===== config.mk =====
export PLATFORM = sky130hd
export DESIGN_NAME = linear_congruence_solver
export DESIGN_NICKNAME = d
export VERILOG_FILES = /design/src/lcs_pkg.sv /design/src/lcs_divider.sv /design/src/linear_congruence_solver.sv
export SDC_FILE = /design/constraint.sdc
export NUM_CORES = 2
export LEC_CHECK = 0
export BUFFER_PORTS_ARGS = -buffer_cell sky130_fd_sc_hd__buf_2
export CORE_ASPECT_RATIO = 0.6
export CORE_MARGIN = 2
export CORE_UTILIZATION = 35
export CTS_CLUSTER_DIAMETER = 40
export DETAILED_ROUTE_END_ITERATION = 6
export PLACE_DENSITY = 0.47
export SLEW_MARGIN = 10
export SYNTH_ARGS = -nofsm -noshare
export SYNTH_HDL_FRONTEND = slang
export SYNTH_SLANG_ARGS = --single-unit

===== constraint.sdc =====
create_clock -name aclk -period 8.1 [get_ports aclk]
set_input_delay 0.405 -clock aclk [delete_from_list [all_inputs] [get_ports aclk]]
set_output_delay 0.405 -clock aclk [all_outputs]
set_load 0.005 [all_outputs]

===== src/lcs_pkg.sv =====
package lcs_pkg;

    // Datapath width of a, b and m; the ports are fixed at this width.
    localparam int WIDTH    = 16;
    // Longest list of solutions given for one item.
    localparam int MAX_LIST = 64;
    // Width of the solution index field.
    localparam int IDX_W    = 6;
    // Signed width of the Bezout coefficients in the inverse search.
    localparam int T_W      = WIDTH + 2;
    // Iteration counter of the divider, able to hold 2*WIDTH.
    localparam int CNT_W    = $clog2(2 * WIDTH + 1);

    localparam logic [1:0] ST_OK      = 2'd0;
    localparam logic [1:0] ST_NOSOL   = 2'd1;
    localparam logic [1:0] ST_MODZERO = 2'd2;

    typedef enum logic [3:0] {
        S_IDLE,
        S_GCD,
        S_BDIV,
        S_ADIV,
        S_MDIV,
        S_INV_INIT,
        S_INV_LOOP,
        S_INV_FIX,
        S_BMOD,
        S_MUL,
        S_XMOD,
        S_EMIT
    } state_t;

    typedef struct packed {
        logic                   start;
        logic                   long_mode;
        logic [2*WIDTH-1:0]     dividend;
        logic [WIDTH-1:0]       divisor;
    } div_req_t;

    typedef struct packed {
        logic                   done;
        logic [WIDTH-1:0]       quot;
        logic [WIDTH-1:0]       rem;
    } div_rsp_t;

endpackage


===== src/lcs_divider.sv =====
module lcs_divider (
    input  logic              aclk,
    input  logic              aresetn,
    input  lcs_pkg::div_req_t req,
    output lcs_pkg::div_rsp_t rsp
);

    logic                          busy_reg;
    logic                          done_reg;
    logic [lcs_pkg::CNT_W-1:0]     cnt_reg;
    logic [2*lcs_pkg::WIDTH-1:0]   dvd_reg;
    logic [lcs_pkg::WIDTH-1:0]     rem_reg;
    logic [lcs_pkg::WIDTH-1:0]     dsr_reg;

    logic [lcs_pkg::WIDTH:0]       shifted;
    logic [lcs_pkg::WIDTH:0]       diff;
    logic                          qbit;
    logic [lcs_pkg::WIDTH-1:0]     rem_next;

    // One restoring step: bring down the next dividend bit, subtract if it fits.
    always_comb begin
        shifted  = {rem_reg, dvd_reg[2*lcs_pkg::WIDTH-1]};
        diff     = shifted - {1'b0, dsr_reg};
        qbit     = (shifted >= {1'b0, dsr_reg});
        rem_next = qbit ? diff[lcs_pkg::WIDTH-1:0] : shifted[lcs_pkg::WIDTH-1:0];
    end

    always_ff @(posedge aclk) begin
        if (!aresetn) begin
            busy_reg <= 1'b0;
            done_reg <= 1'b0;
        end else begin
            done_reg <= 1'b0;
            if (req.start) begin
                busy_reg <= 1'b1;
                cnt_reg  <= req.long_mode ? lcs_pkg::CNT_W'(2 * lcs_pkg::WIDTH)
                                          : lcs_pkg::CNT_W'(lcs_pkg::WIDTH);
                dvd_reg  <= req.long_mode ? req.dividend
                                          : {req.dividend[lcs_pkg::WIDTH-1:0],
                                             {lcs_pkg::WIDTH{1'b0}}};
                rem_reg  <= '0;
                dsr_reg  <= req.divisor;
            end else if (busy_reg) begin
                rem_reg <= rem_next;
                dvd_reg <= {dvd_reg[2*lcs_pkg::WIDTH-2:0], qbit};
                cnt_reg <= cnt_reg - 1'b1;
                if (cnt_reg == lcs_pkg::CNT_W'(1)) begin
                    busy_reg <= 1'b0;
                    done_reg <= 1'b1;
                end
            end
        end
    end

    assign rsp.done = done_reg;
    assign rsp.quot = dvd_reg[lcs_pkg::WIDTH-1:0];
    assign rsp.rem  = rem_reg;

    a_done_follows_busy: assert property (@(posedge aclk) disable iff (!aresetn)
        done_reg |-> $past(busy_reg))
        else $error("divider done without a running division");

    a_no_restart: assert property (@(posedge aclk) disable iff (!aresetn)
        req.start |-> !busy_reg)
        else $error("divider restarted while busy");

    a_rem_bound: assert property (@(posedge aclk) disable iff (!aresetn)
        (done_reg && dsr_reg != '0) |-> (rem_reg < dsr_reg))
        else $error("divider remainder not below divisor");

endmodule


===== src/linear_congruence_solver.sv =====
// Linear congruence solver: solves a*x == b (mod m) for unsigned 16-bit a, b, m.
//
// Input channel (s_valid/s_ready) takes one item {coef_a, rhs_b, modulus}.
// s_ready is high only while the block is idle; one item is worked at a time.
// Result channel (m_valid/m_ready) gives one or more items per input:
//   - modulus zero: one result, status 2, last set.
//   - gcd(a, m) does not divide b: one result, status 1, last set.
//   - otherwise min(d, 64) solutions x0 + m'*k, k counting up, last on the
//     final one, truncated on every one when d exceeds 64.
// All divisions run through one shared restoring divider, one quotient bit
// per cycle; it divides 16 bits wide, and 32 bits wide for the reduction of
// b'*inv. The time to an item's first result grows with the number of Euclid
// steps for gcd(a, m) and of extended Euclid steps for the inverse; then the
// results follow back to back while the receiver takes them.
// A stalled receiver holds the current result steady; the sequencer waits.
// Reset (aresetn low at a clock edge) drops any item in flight and returns
// the block to idle with no result pending.
module linear_congruence_solver (
    input  logic                        aclk,
    input  logic                        aresetn,
    input  logic                        s_valid,
    output logic                        s_ready,
    input  logic [lcs_pkg::WIDTH-1:0]   s_coef_a,
    input  logic [lcs_pkg::WIDTH-1:0]   s_rhs_b,
    input  logic [lcs_pkg::WIDTH-1:0]   s_modulus,
    output logic                        m_valid,
    input  logic                        m_ready,
    output logic [1:0]                  m_status,
    output logic [lcs_pkg::WIDTH-1:0]   m_solution,
    output logic [lcs_pkg::IDX_W-1:0]   m_solution_index,
    output logic                        m_last,
    output logic                        m_truncated
);

    localparam int W = lcs_pkg::WIDTH;
    localparam int T = lcs_pkg::T_W;
    localparam int I = lcs_pkg::IDX_W;

    lcs_pkg::state_t state_reg, state_next;
    logic                 pend_reg, pend_next;
    logic [W-1:0]         a_reg, a_next;
    logic [W-1:0]         b_reg, b_next;
    logic [W-1:0]         m_reg, m_next;
    logic [W-1:0]         x_reg, x_next;      // gcd / remainder r0
    logic [W-1:0]         y_reg, y_next;      // gcd / remainder r1
    logic [W-1:0]         d_reg, d_next;
    logic [W-1:0]         br_reg, br_next;
    logic [W-1:0]         ar_reg, ar_next;
    logic [W-1:0]         mr_reg, mr_next;
    logic signed [T-1:0]  t0_reg, t0_next;
    logic signed [T-1:0]  t1_reg, t1_next;
    logic [W-1:0]         inv_reg, inv_next;
    logic [W-1:0]         bm_reg, bm_next;
    logic [2*W-1:0]       prod_reg, prod_next;
    logic                 valid_reg, valid_next;
    logic [1:0]           status_reg, status_next;
    logic [W-1:0]         sol_reg, sol_next;
    logic [I-1:0]         idx_reg, idx_next;
    logic [I-1:0]         last_idx_reg, last_idx_next;
    logic                 cut_reg, cut_next;

    lcs_pkg::div_req_t div_req;
    lcs_pkg::div_rsp_t div_rsp;

    logic                 div_state;
    logic                 div_skip;
    logic                 div_done;
    logic signed [T-1:0]  q_ext;
    logic signed [T-1:0]  qt_prod;
    logic signed [T-1:0]  t_pos;
    logic signed [T-1:0]  mr_ext;
    logic                 is_cut;

    lcs_divider u_div (
        .aclk    (aclk),
        .aresetn (aresetn),
        .req     (div_req),
        .rsp     (div_rsp)
    );

    // Pick operands of the shared divider by sequencer state.
    always_comb begin
        div_req.long_mode = 1'b0;
        div_req.dividend  = '0;
        div_req.divisor   = mr_reg;
        div_state         = 1'b1;
        div_skip          = 1'b0;
        unique case (state_reg)
            lcs_pkg::S_GCD: begin
                div_req.dividend = {{W{1'b0}}, x_reg};
                div_req.divisor  = y_reg;
            end
            lcs_pkg::S_BDIV: begin
                div_req.dividend = {{W{1'b0}}, b_reg};
                div_req.divisor  = d_reg;
            end
            lcs_pkg::S_ADIV: begin
                div_req.dividend = {{W{1'b0}}, a_reg};
                div_req.divisor  = d_reg;
            end
            lcs_pkg::S_MDIV: begin
                div_req.dividend = {{W{1'b0}}, m_reg};
                div_req.divisor  = d_reg;
            end
            lcs_pkg::S_INV_INIT: begin
                div_req.dividend = {{W{1'b0}}, ar_reg};
                div_skip         = (mr_reg <= W'(1));
            end
            lcs_pkg::S_INV_LOOP: begin
                div_req.dividend = {{W{1'b0}}, x_reg};
                div_req.divisor  = y_reg;
                div_skip         = (y_reg == '0);
            end
            lcs_pkg::S_BMOD: begin
                div_req.dividend = {{W{1'b0}}, br_reg};
            end
            lcs_pkg::S_XMOD: begin
                div_req.long_mode = 1'b1;
                div_req.dividend  = prod_reg;
            end
            default: begin
                div_state = 1'b0;
            end
        endcase
        div_req.start = div_state && !div_skip && !pend_reg;
        div_done      = pend_reg && div_rsp.done;
    end

    // Bezout update, inverse normalization and the list-length check.
    always_comb begin
        q_ext   = signed'({{(T-W){1'b0}}, div_rsp.quot});
        qt_prod = q_ext * t1_reg;
        mr_ext  = signed'({{(T-W){1'b0}}, mr_reg});
        t_pos   = (t0_reg < 0) ? (t0_reg + mr_ext) : t0_reg;
        is_cut  = (d_reg > W'(lcs_pkg::MAX_LIST));
    end

    // Sequencer: next state and datapath updates.
    always_comb begin
        state_next    = state_reg;
        pend_next     = pend_reg;
        a_next        = a_reg;
        b_next        = b_reg;
        m_next        = m_reg;
        x_next        = x_reg;
        y_next        = y_reg;
        d_next        = d_reg;
        br_next       = br_reg;
        ar_next       = ar_reg;
        mr_next       = mr_reg;
        t0_next       = t0_reg;
        t1_next       = t1_reg;
        inv_next      = inv_reg;
        bm_next       = bm_reg;
        prod_next     = prod_reg;
        valid_next    = valid_reg;
        status_next   = status_reg;
        sol_next      = sol_reg;
        idx_next      = idx_reg;
        last_idx_next = last_idx_reg;
        cut_next      = cut_reg;

        if (div_req.start) begin
            pend_next = 1'b1;
        end
        if (div_done) begin
            pend_next = 1'b0;
        end

        unique case (state_reg)
            lcs_pkg::S_IDLE: begin
                if (s_valid) begin
                    a_next = s_coef_a;
                    b_next = s_rhs_b;
                    m_next = s_modulus;
                    x_next = s_coef_a;
                    y_next = s_modulus;
                    if (s_modulus == '0) begin
                        status_next   = lcs_pkg::ST_MODZERO;
                        sol_next      = '0;
                        idx_next      = '0;
                        last_idx_next = '0;
                        cut_next      = 1'b0;
                        valid_next    = 1'b1;
                        state_next    = lcs_pkg::S_EMIT;
                    end else begin
                        state_next = lcs_pkg::S_GCD;
                    end
                end
            end
            lcs_pkg::S_GCD: begin
                if (div_done) begin
                    x_next = y_reg;
                    y_next = div_rsp.rem;
                    if (div_rsp.rem == '0) begin
                        d_next     = y_reg;
                        state_next = lcs_pkg::S_BDIV;
                    end
                end
            end
            lcs_pkg::S_BDIV: begin
                if (div_done) begin
                    br_next = div_rsp.quot;
                    if (div_rsp.rem != '0) begin
                        status_next   = lcs_pkg::ST_NOSOL;
                        sol_next      = '0;
                        idx_next      = '0;
                        last_idx_next = '0;
                        cut_next      = 1'b0;
                        valid_next    = 1'b1;
                        state_next    = lcs_pkg::S_EMIT;
                    end else begin
                        state_next = lcs_pkg::S_ADIV;
                    end
                end
            end
            lcs_pkg::S_ADIV: begin
                if (div_done) begin
                    ar_next    = div_rsp.quot;
                    state_next = lcs_pkg::S_MDIV;
                end
            end
            lcs_pkg::S_MDIV: begin
                if (div_done) begin
                    mr_next    = div_rsp.quot;
                    state_next = lcs_pkg::S_INV_INIT;
                end
            end
            lcs_pkg::S_INV_INIT: begin
                if (div_skip) begin
                    // Reduced modulus one: inverse taken as zero.
                    inv_next   = '0;
                    state_next = lcs_pkg::S_BMOD;
                end else if (div_done) begin
                    x_next     = mr_reg;
                    y_next     = div_rsp.rem;
                    t0_next    = '0;
                    t1_next    = T'(1);
                    state_next = lcs_pkg::S_INV_LOOP;
                end
            end
            lcs_pkg::S_INV_LOOP: begin
                if (div_skip) begin
                    state_next = lcs_pkg::S_INV_FIX;
                end else if (div_done) begin
                    x_next  = y_reg;
                    y_next  = div_rsp.rem;
                    t0_next = t1_reg;
                    t1_next = t0_reg - qt_prod;
                end
            end
            lcs_pkg::S_INV_FIX: begin
                inv_next   = (t_pos >= mr_ext) ? W'(t_pos - mr_ext) : W'(t_pos);
                state_next = lcs_pkg::S_BMOD;
            end
            lcs_pkg::S_BMOD: begin
                if (div_done) begin
                    bm_next    = div_rsp.rem;
                    state_next = lcs_pkg::S_MUL;
                end
            end
            lcs_pkg::S_MUL: begin
                prod_next  = bm_reg * inv_reg;
                state_next = lcs_pkg::S_XMOD;
            end
            lcs_pkg::S_XMOD: begin
                if (div_done) begin
                    status_next   = lcs_pkg::ST_OK;
                    sol_next      = div_rsp.rem;
                    idx_next      = '0;
                    cut_next      = is_cut;
                    last_idx_next = is_cut ? I'(lcs_pkg::MAX_LIST - 1)
                                           : (d_reg[I-1:0] - 1'b1);
                    valid_next    = 1'b1;
                    state_next    = lcs_pkg::S_EMIT;
                end
            end
            lcs_pkg::S_EMIT: begin
                if (m_ready) begin
                    if (idx_reg == last_idx_reg) begin
                        valid_next = 1'b0;
                        state_next = lcs_pkg::S_IDLE;
                    end else begin
                        // Advance to the next solution of the list.
                        idx_next = idx_reg + 1'b1;
                        sol_next = sol_reg + mr_reg;
                    end
                end
            end
            default: begin
                state_next = lcs_pkg::S_IDLE;
            end
        endcase
    end

    always_ff @(posedge aclk) begin
        if (!aresetn) begin
            state_reg <= lcs_pkg::S_IDLE;
            pend_reg  <= 1'b0;
            valid_reg <= 1'b0;
        end else begin
            state_reg <= state_next;
            pend_reg  <= pend_next;
            valid_reg <= valid_next;
        end
    end

    always_ff @(posedge aclk) begin
        a_reg        <= a_next;
        b_reg        <= b_next;
        m_reg        <= m_next;
        x_reg        <= x_next;
        y_reg        <= y_next;
        d_reg        <= d_next;
        br_reg       <= br_next;
        ar_reg       <= ar_next;
        mr_reg       <= mr_next;
        t0_reg       <= t0_next;
        t1_reg       <= t1_next;
        inv_reg      <= inv_next;
        bm_reg       <= bm_next;
        prod_reg     <= prod_next;
        status_reg   <= status_next;
        sol_reg      <= sol_next;
        idx_reg      <= idx_next;
        last_idx_reg <= last_idx_next;
        cut_reg      <= cut_next;
    end

    assign s_ready          = (state_reg == lcs_pkg::S_IDLE);
    assign m_valid          = valid_reg;
    assign m_status         = status_reg;
    assign m_solution       = sol_reg;
    assign m_solution_index = idx_reg;
    assign m_last           = (idx_reg == last_idx_reg);
    assign m_truncated      = cut_reg;

    a_valid_in_emit: assert property (@(posedge aclk) disable iff (!aresetn)
        valid_reg |-> (state_reg == lcs_pkg::S_EMIT))
        else $error("result shown outside the emit state");

    a_error_single: assert property (@(posedge aclk) disable iff (!aresetn)
        (valid_reg && status_reg != lcs_pkg::ST_OK)
            |-> (m_last && sol_reg == '0 && idx_reg == '0 && !cut_reg))
        else $error("error result is not a single zero item");

    a_index_steps: assert property (@(posedge aclk) disable iff (!aresetn)
        (valid_reg && m_ready && !m_last)
            |=> (valid_reg && idx_reg == $past(idx_reg) + 1'b1))
        else $error("solution index did not advance by one");

    a_no_div_when_idle: assert property (@(posedge aclk) disable iff (!aresetn)
        s_ready |-> !pend_reg)
        else $error("division pending while idle");

endmodule


======== After elaboration in Yosys (flattened, before gate mapping) ========
Cells that the tools add are included.
W data, S select, Z words.
cells by class
  reduce and logical (&&, ||, !) cells .... 39
  order comparisons ....................... 5
  eq/ne operators ......................... 34
  bitwise gates (word level) .............. 2
  muxes and demuxes ....................... 96
  multipliers ............................. 2
  $add $sub $neg .......................... 8
operator list
  cell                   count
  $mux W16               19
  $pmux W32 S7           1
  $mux W18               9
  $pmux W16 S4           2
  $mux W32               3
  $mux W6                12
  $pmux W18 S2           2
  $pmux W16 S2           2
  $mux W4                15
  $logic_not A16 Y1      3
  $pmux W16 S3           1
  $pmux W4 S12           1
  $ne A2 B2 Y1 const B   19
  $mul A16 B16 Y32       1
  $sub A16 B16 Y16       2
  $pmux W6 S4            1
  $add A18 B17 Y18       1
  $ge A18 B17 Y1         1
  $lt A18 B1 Y1 const B  1
  $mul A17 B18 Y18       1
  $mux W1                18
  $pmux W6 S3            1
  $sub A18 B18 Y18       1
  $ge A17 B16 Y1         1
  35 further kinds       68
word-level totals
  input port bits ......................... 52
  register bits ........................... 353
  word-level logic and storage cells ...... 214
  output and inout port bits .............. 28

======== Depth between registers and ports, before layout ========
  word-level depth ........................ 7
  gate-level depth with buffers ........... 22

======== Modules after synthesis ========
Synthesis repeated with hierarchy kept, for this count alone.
unflattened totals
  cells, all modules ...................... 3065
  area, all modules ....................... 31714.2 um2
by module, submodules not included
  module                    cells each  times used  area each (um2)
  linear_congruence_solver  2677        1           27498.9
  lcs_divider               388         1           4215.3

======== Worst setup path after synthesis ========
Ideal clock, no wire load.
  kind .................................... register -> register
  start point ............................. reg inv_reg[1]
  end point ............................... reg prod_reg[29], data pin
  setup time .............................. 0.258 ns
  path buffers ............................ 1
  path slack .............................. 2.183 ns
  cell stages (with the launch flop) ...... 21
  required time ........................... 7.842 ns
  data arrival time ....................... 5.659 ns
  cells stage by stage .................... edfxtp_1 clkbuf_1 nand2_1 fa_1 fa_1 fa_1 fa_1 inv_1 fa_1 inv_1 fa_1 inv_1 ha_1 a21o_1 a21oi_1 a21boi_1 o21ai_0 o21ai_1 o2111ai_1 a21oi_1 xnor2_1
between the ends
  word-level cells in the longest chain between the ends .. 1
RTL lines
  what                      line                             text
  start: declaration        linear_congruence_solver.sv:52   logic [W-1:0] inv_reg, inv_next;
  start signal: assignment  linear_congruence_solver.sv:320  inv_reg <= inv_next;
  $mul A16 B16 Y32          linear_congruence_solver.sv:263  prod_next = bm_reg * inv_reg;
  end signal: assignment    linear_congruence_solver.sv:322  prod_reg <= prod_next;
  end: declaration          linear_congruence_solver.sv:54   logic [2*W-1:0] prod_reg, prod_next;
No other way between the ends.
A chain may end at the register's enable or synchronous reset.

======== Final worst setup path ========
  start point ............................. reg bm_reg[10]
  end point ............................... reg prod_reg[29], data pin
between the ends
  word-level cells in the longest chain between the ends .. 1
RTL lines
  what                      line                             text
  start: declaration        linear_congruence_solver.sv:53   logic [W-1:0] bm_reg, bm_next;
  start signal: assignment  linear_congruence_solver.sv:321  bm_reg <= bm_next;
  $mul A16 B16 Y32          linear_congruence_solver.sv:263
No other way between the ends.

==> impl_results.md <==
- Status: completed
- Async SR Flop Fraction: 0
- Worst path max stage delay: between 800 and 900 ps
- Sequential fraction of the synthesis area: 0.3362
- Layout Cells excl Fill: between 4000 and 5000
- DRC viols: 0
- Wirelength, routed: around 100000 µm
- Synthesized flop and latch total: around 350
- Via count: about 23000
- Ys flop type: edfxtp_1
- Number of iterations in the first detailed-routing pass: 5
- CP Depth: 19
- DP Area: approximately 33000 µm²
- Clock Skew: around 57 ps
- PortBufs: 79
- GRT Total Usage: 0.2222
- Peak VDD IR: approximately 0.14 mV
- Clock share of power: 0.313
- Final setup fails: 0
- Slew headroom: 0.2027
- Final Core Density: 0.3976
- CP delay by family, top: adder cells
- Synth Area per Inst: 10.26 µm²
- Die area: approximately 92000 µm²
- RSZ-0062 raised after global routing: false
- Initial antenna violation count: 9
- Reg clk slew, reported paths: ~60 ps
- Synth Warn #: 0
- Post-Place Cells: ~4200
- Root buffer cell: clkbuf_16
- Setup_tns: 0 ps
- Worst-case clock buffer depth: 3
- CP Buf/Inv Count: 3
- Routed vias/inst: approximately 5.3
- P&R area growth vs syn: 11.92%
- Commonest non-fill, non-tap cell in the layout: inv_1
- CP Class: flip-flop to flip-flop
- Global-route wire length before repair: around 150000 µm
- Min cycle time layout: around 7000 ps
- CP dominant cell by count: fa_1
- Sequential share of power: 0.413
- Setup Slack @ Placement: approximately 1100 ps
- Design Power: ~7 mW
- CTS-repair resized insts: 0
- Mean routed wirelength per cell: about 23 µm
- Hold path startpoint: s_rhs_b[4]
- Slew @ Worst Pin: around 1200 ps
- Leakage: roughly 15 nW
- Sw Pwr: 2.599 mW
- Commonest non-fill, non-tap cells in the layout: 431 x inv_1, 403 x nand2_1, 345 x edfxtp_1
- Final Max Slew Viols: 0
- Row count: 84
- Core area: between 80000 and 90000 µm²
- Max-cap check violation count: 0
- # hold bufs at CTS: 26
- Yosys cell types: 77
- Total congestion overflow: 0
- # IOs: 80
- Hold Path Stages: 1
- DRT antenna net count: 0
- Initial Util: 0.3553
- Combinational share of power: 0.274
- Critical-path top delay cell: edfxtp_1
- Classification of the worst-slack hold path: primary input to flip-flop
- Cell breakdown of the critical path: nand2_1 > fa_1 > fa_1 > fa_1 > fa_1 > inv_1 > fa_1 > inv_1 > fa_1 > inv_1 > ha_1 > a21o_1 > a21oi_1 > a21boi_1 > o21ai_0 > o21ai_1 > o2111ai_1 > a21oi_1 > xnor2_1
- Number of global-route vias before repair: roughly 23000
- Arrival @ worst endpoint: 7370 ps
- Post-CTS Setup Inserts: 0
- Synthesized area: about 31000 µm²
- Internal power: about 4.5 mW
- Pwr Density: 201.8 nW/µm²
- Worst setup SP type: flip-flop
- H-tree depth: 2
- Die Y: between 200 and 250 µm
- Fin nets: approximately 3700
- Initial DRC count: 2054
- Crit-path max FO: 16
- Die W: roughly 390 µm
- Fin crit share: 0.8685
- Hold slack: 31.58 ps
- HPWL after DPL: roughly 79000 µm
- CP Data Required Time: 8430 ps
- Setup crit end kind: flip-flop
- Largest net degree at the start of global routing: 63
- Clock Sinks: 353
- Max Clock Freq: roughly 140 MHz
- Fillers: 8572
- Sw frac: 0.3677
- Syn nets: roughly 3700
- CTS tree: built
- Finished layout cell area: 35020 µm²
- Final hold violation count: 0
- TritonCTS buffer count: between 40 and 50
- Layout cells sized above 1: 0.08129
- Reg-to-reg critical path startpoint: bm_reg[10]$_DFFE_PP_
- Gpl congestion: approximately 0.86
- Crit path from: bm_reg[10]$_DFFE_PP_
- Mapped Cells: 3049
- R2R depth: 19
- Setup ws final: ~1100 ps
- Clock Latency Late Sink: ~630 ps
- Post-synth EDFFs: roughly 350
metal layers:
metal  share of wire  vias to the layer above  global-route usage
li1                -                    10441                   -
met1            0.49                    11736              0.3442
met2            0.41                      888              0.3070
met3           0.091                      114             0.06019
met4           0.017                        0             0.04189
met5               0                        -                   0
power by group through the flow:
stage	logic, mW	registers, mW	clock network [mW]
detailed placement	1.90	2.95	0
finish	1.94	2.92	2.22
floorplan	1.29	2.68	0
global route	2.13	2.95	2.34
global placement	1.86	2.95	0
CTS	1.92	2.92	2.26
kinds of logic (layout without fill, tap and decap cells):
group                    after synthesis  count (layout)  synth area share
adder cells (fa/ha/maj)              559             559            0.3010
flip-flops                           353             353            0.3362
AND/OR/NAND/NOR                      953             953            0.1477
multiplexers                          26              26          0.009077
XOR/XNOR                             139             139           0.03891
AO/OA/AOI/OAI                        470             470            0.1008
other                                  0               3                 0
buffers and inverters                549             674           0.06634
Yosys cell counts (3+ instances only):
master	count	area share
a21o_1	25	0.0060
inv_1	432	0.052
and3_1	34	0.0068
a211o_1	8	0.0022
a221oi_1	17	0.0048
edfxtp_1	345	0.33
o21a_1	21	0.0050
and4_1	3	0.00084
a211oi_1	22	0.0053
a221o_1	32	0.010
nand2_1	403	0.048
a21boi_0	5	0.0012
clkbuf_1	102	0.012
a21oi_1	128	0.020
buf_2	8	0.0013
ha_1	236	0.094
dfxtp_1	8	0.0051
xor2_1	46	0.013
nor2b_1	19	0.0038
o21ai_0	103	0.016
o31ai_1	6	0.0014
a22o_1	21	0.0059
or3_1	14	0.0028
fa_1	323	0.21
nand4_1	12	0.0024
nor2_1	107	0.013
mux2_2	19	0.0068
buf_1	4	0.00048
or2_2	4	0.00080
xnor2_1	93	0.026
and2_1	219	0.044
o41ai_1	3	0.00084
o21bai_1	10	0.0024
nand2b_1	15	0.0030
nor3_1	41	0.0066
nand3_1	48	0.0077
a31oi_1	26	0.0052
nor4_1	19	0.0038
o211ai_1	8	0.0019
nand3b_1	5	0.0012
mux2i_1	7	0.0022
layout make-up:
class | count | area, µm² | share of cell area
multi-input cells | 2147 | 18760 | 0.5356
repair buffers | 152 | 1008 | 0.02880
inverters | 433 | 1625 | 0.04641
flip-flops and latches | 353 | 10520 | 0.3004
diodes | 3 | 7.507 | 0.0002144
well taps | 1161 | 1453 | 0.04148
clock inverters | 37 | 411.6 | 0.01175
clock buffers | 52 | 1237 | 0.03533
worst paths after layout:
check / end / slack, ps
setup / recovery: prod_reg[29]$_DFFE_PP_ / 1070
hold / removal: b_reg[4]$_DFFE_PP_ / 30
setup reg to reg: prod_reg[29]$_DFFE_PP_ / 1070
hold reg to reg: u_div.done_reg$_SDFF_PP0_ / 470
No activity file was read; power rests on OpenSTA's default activity.
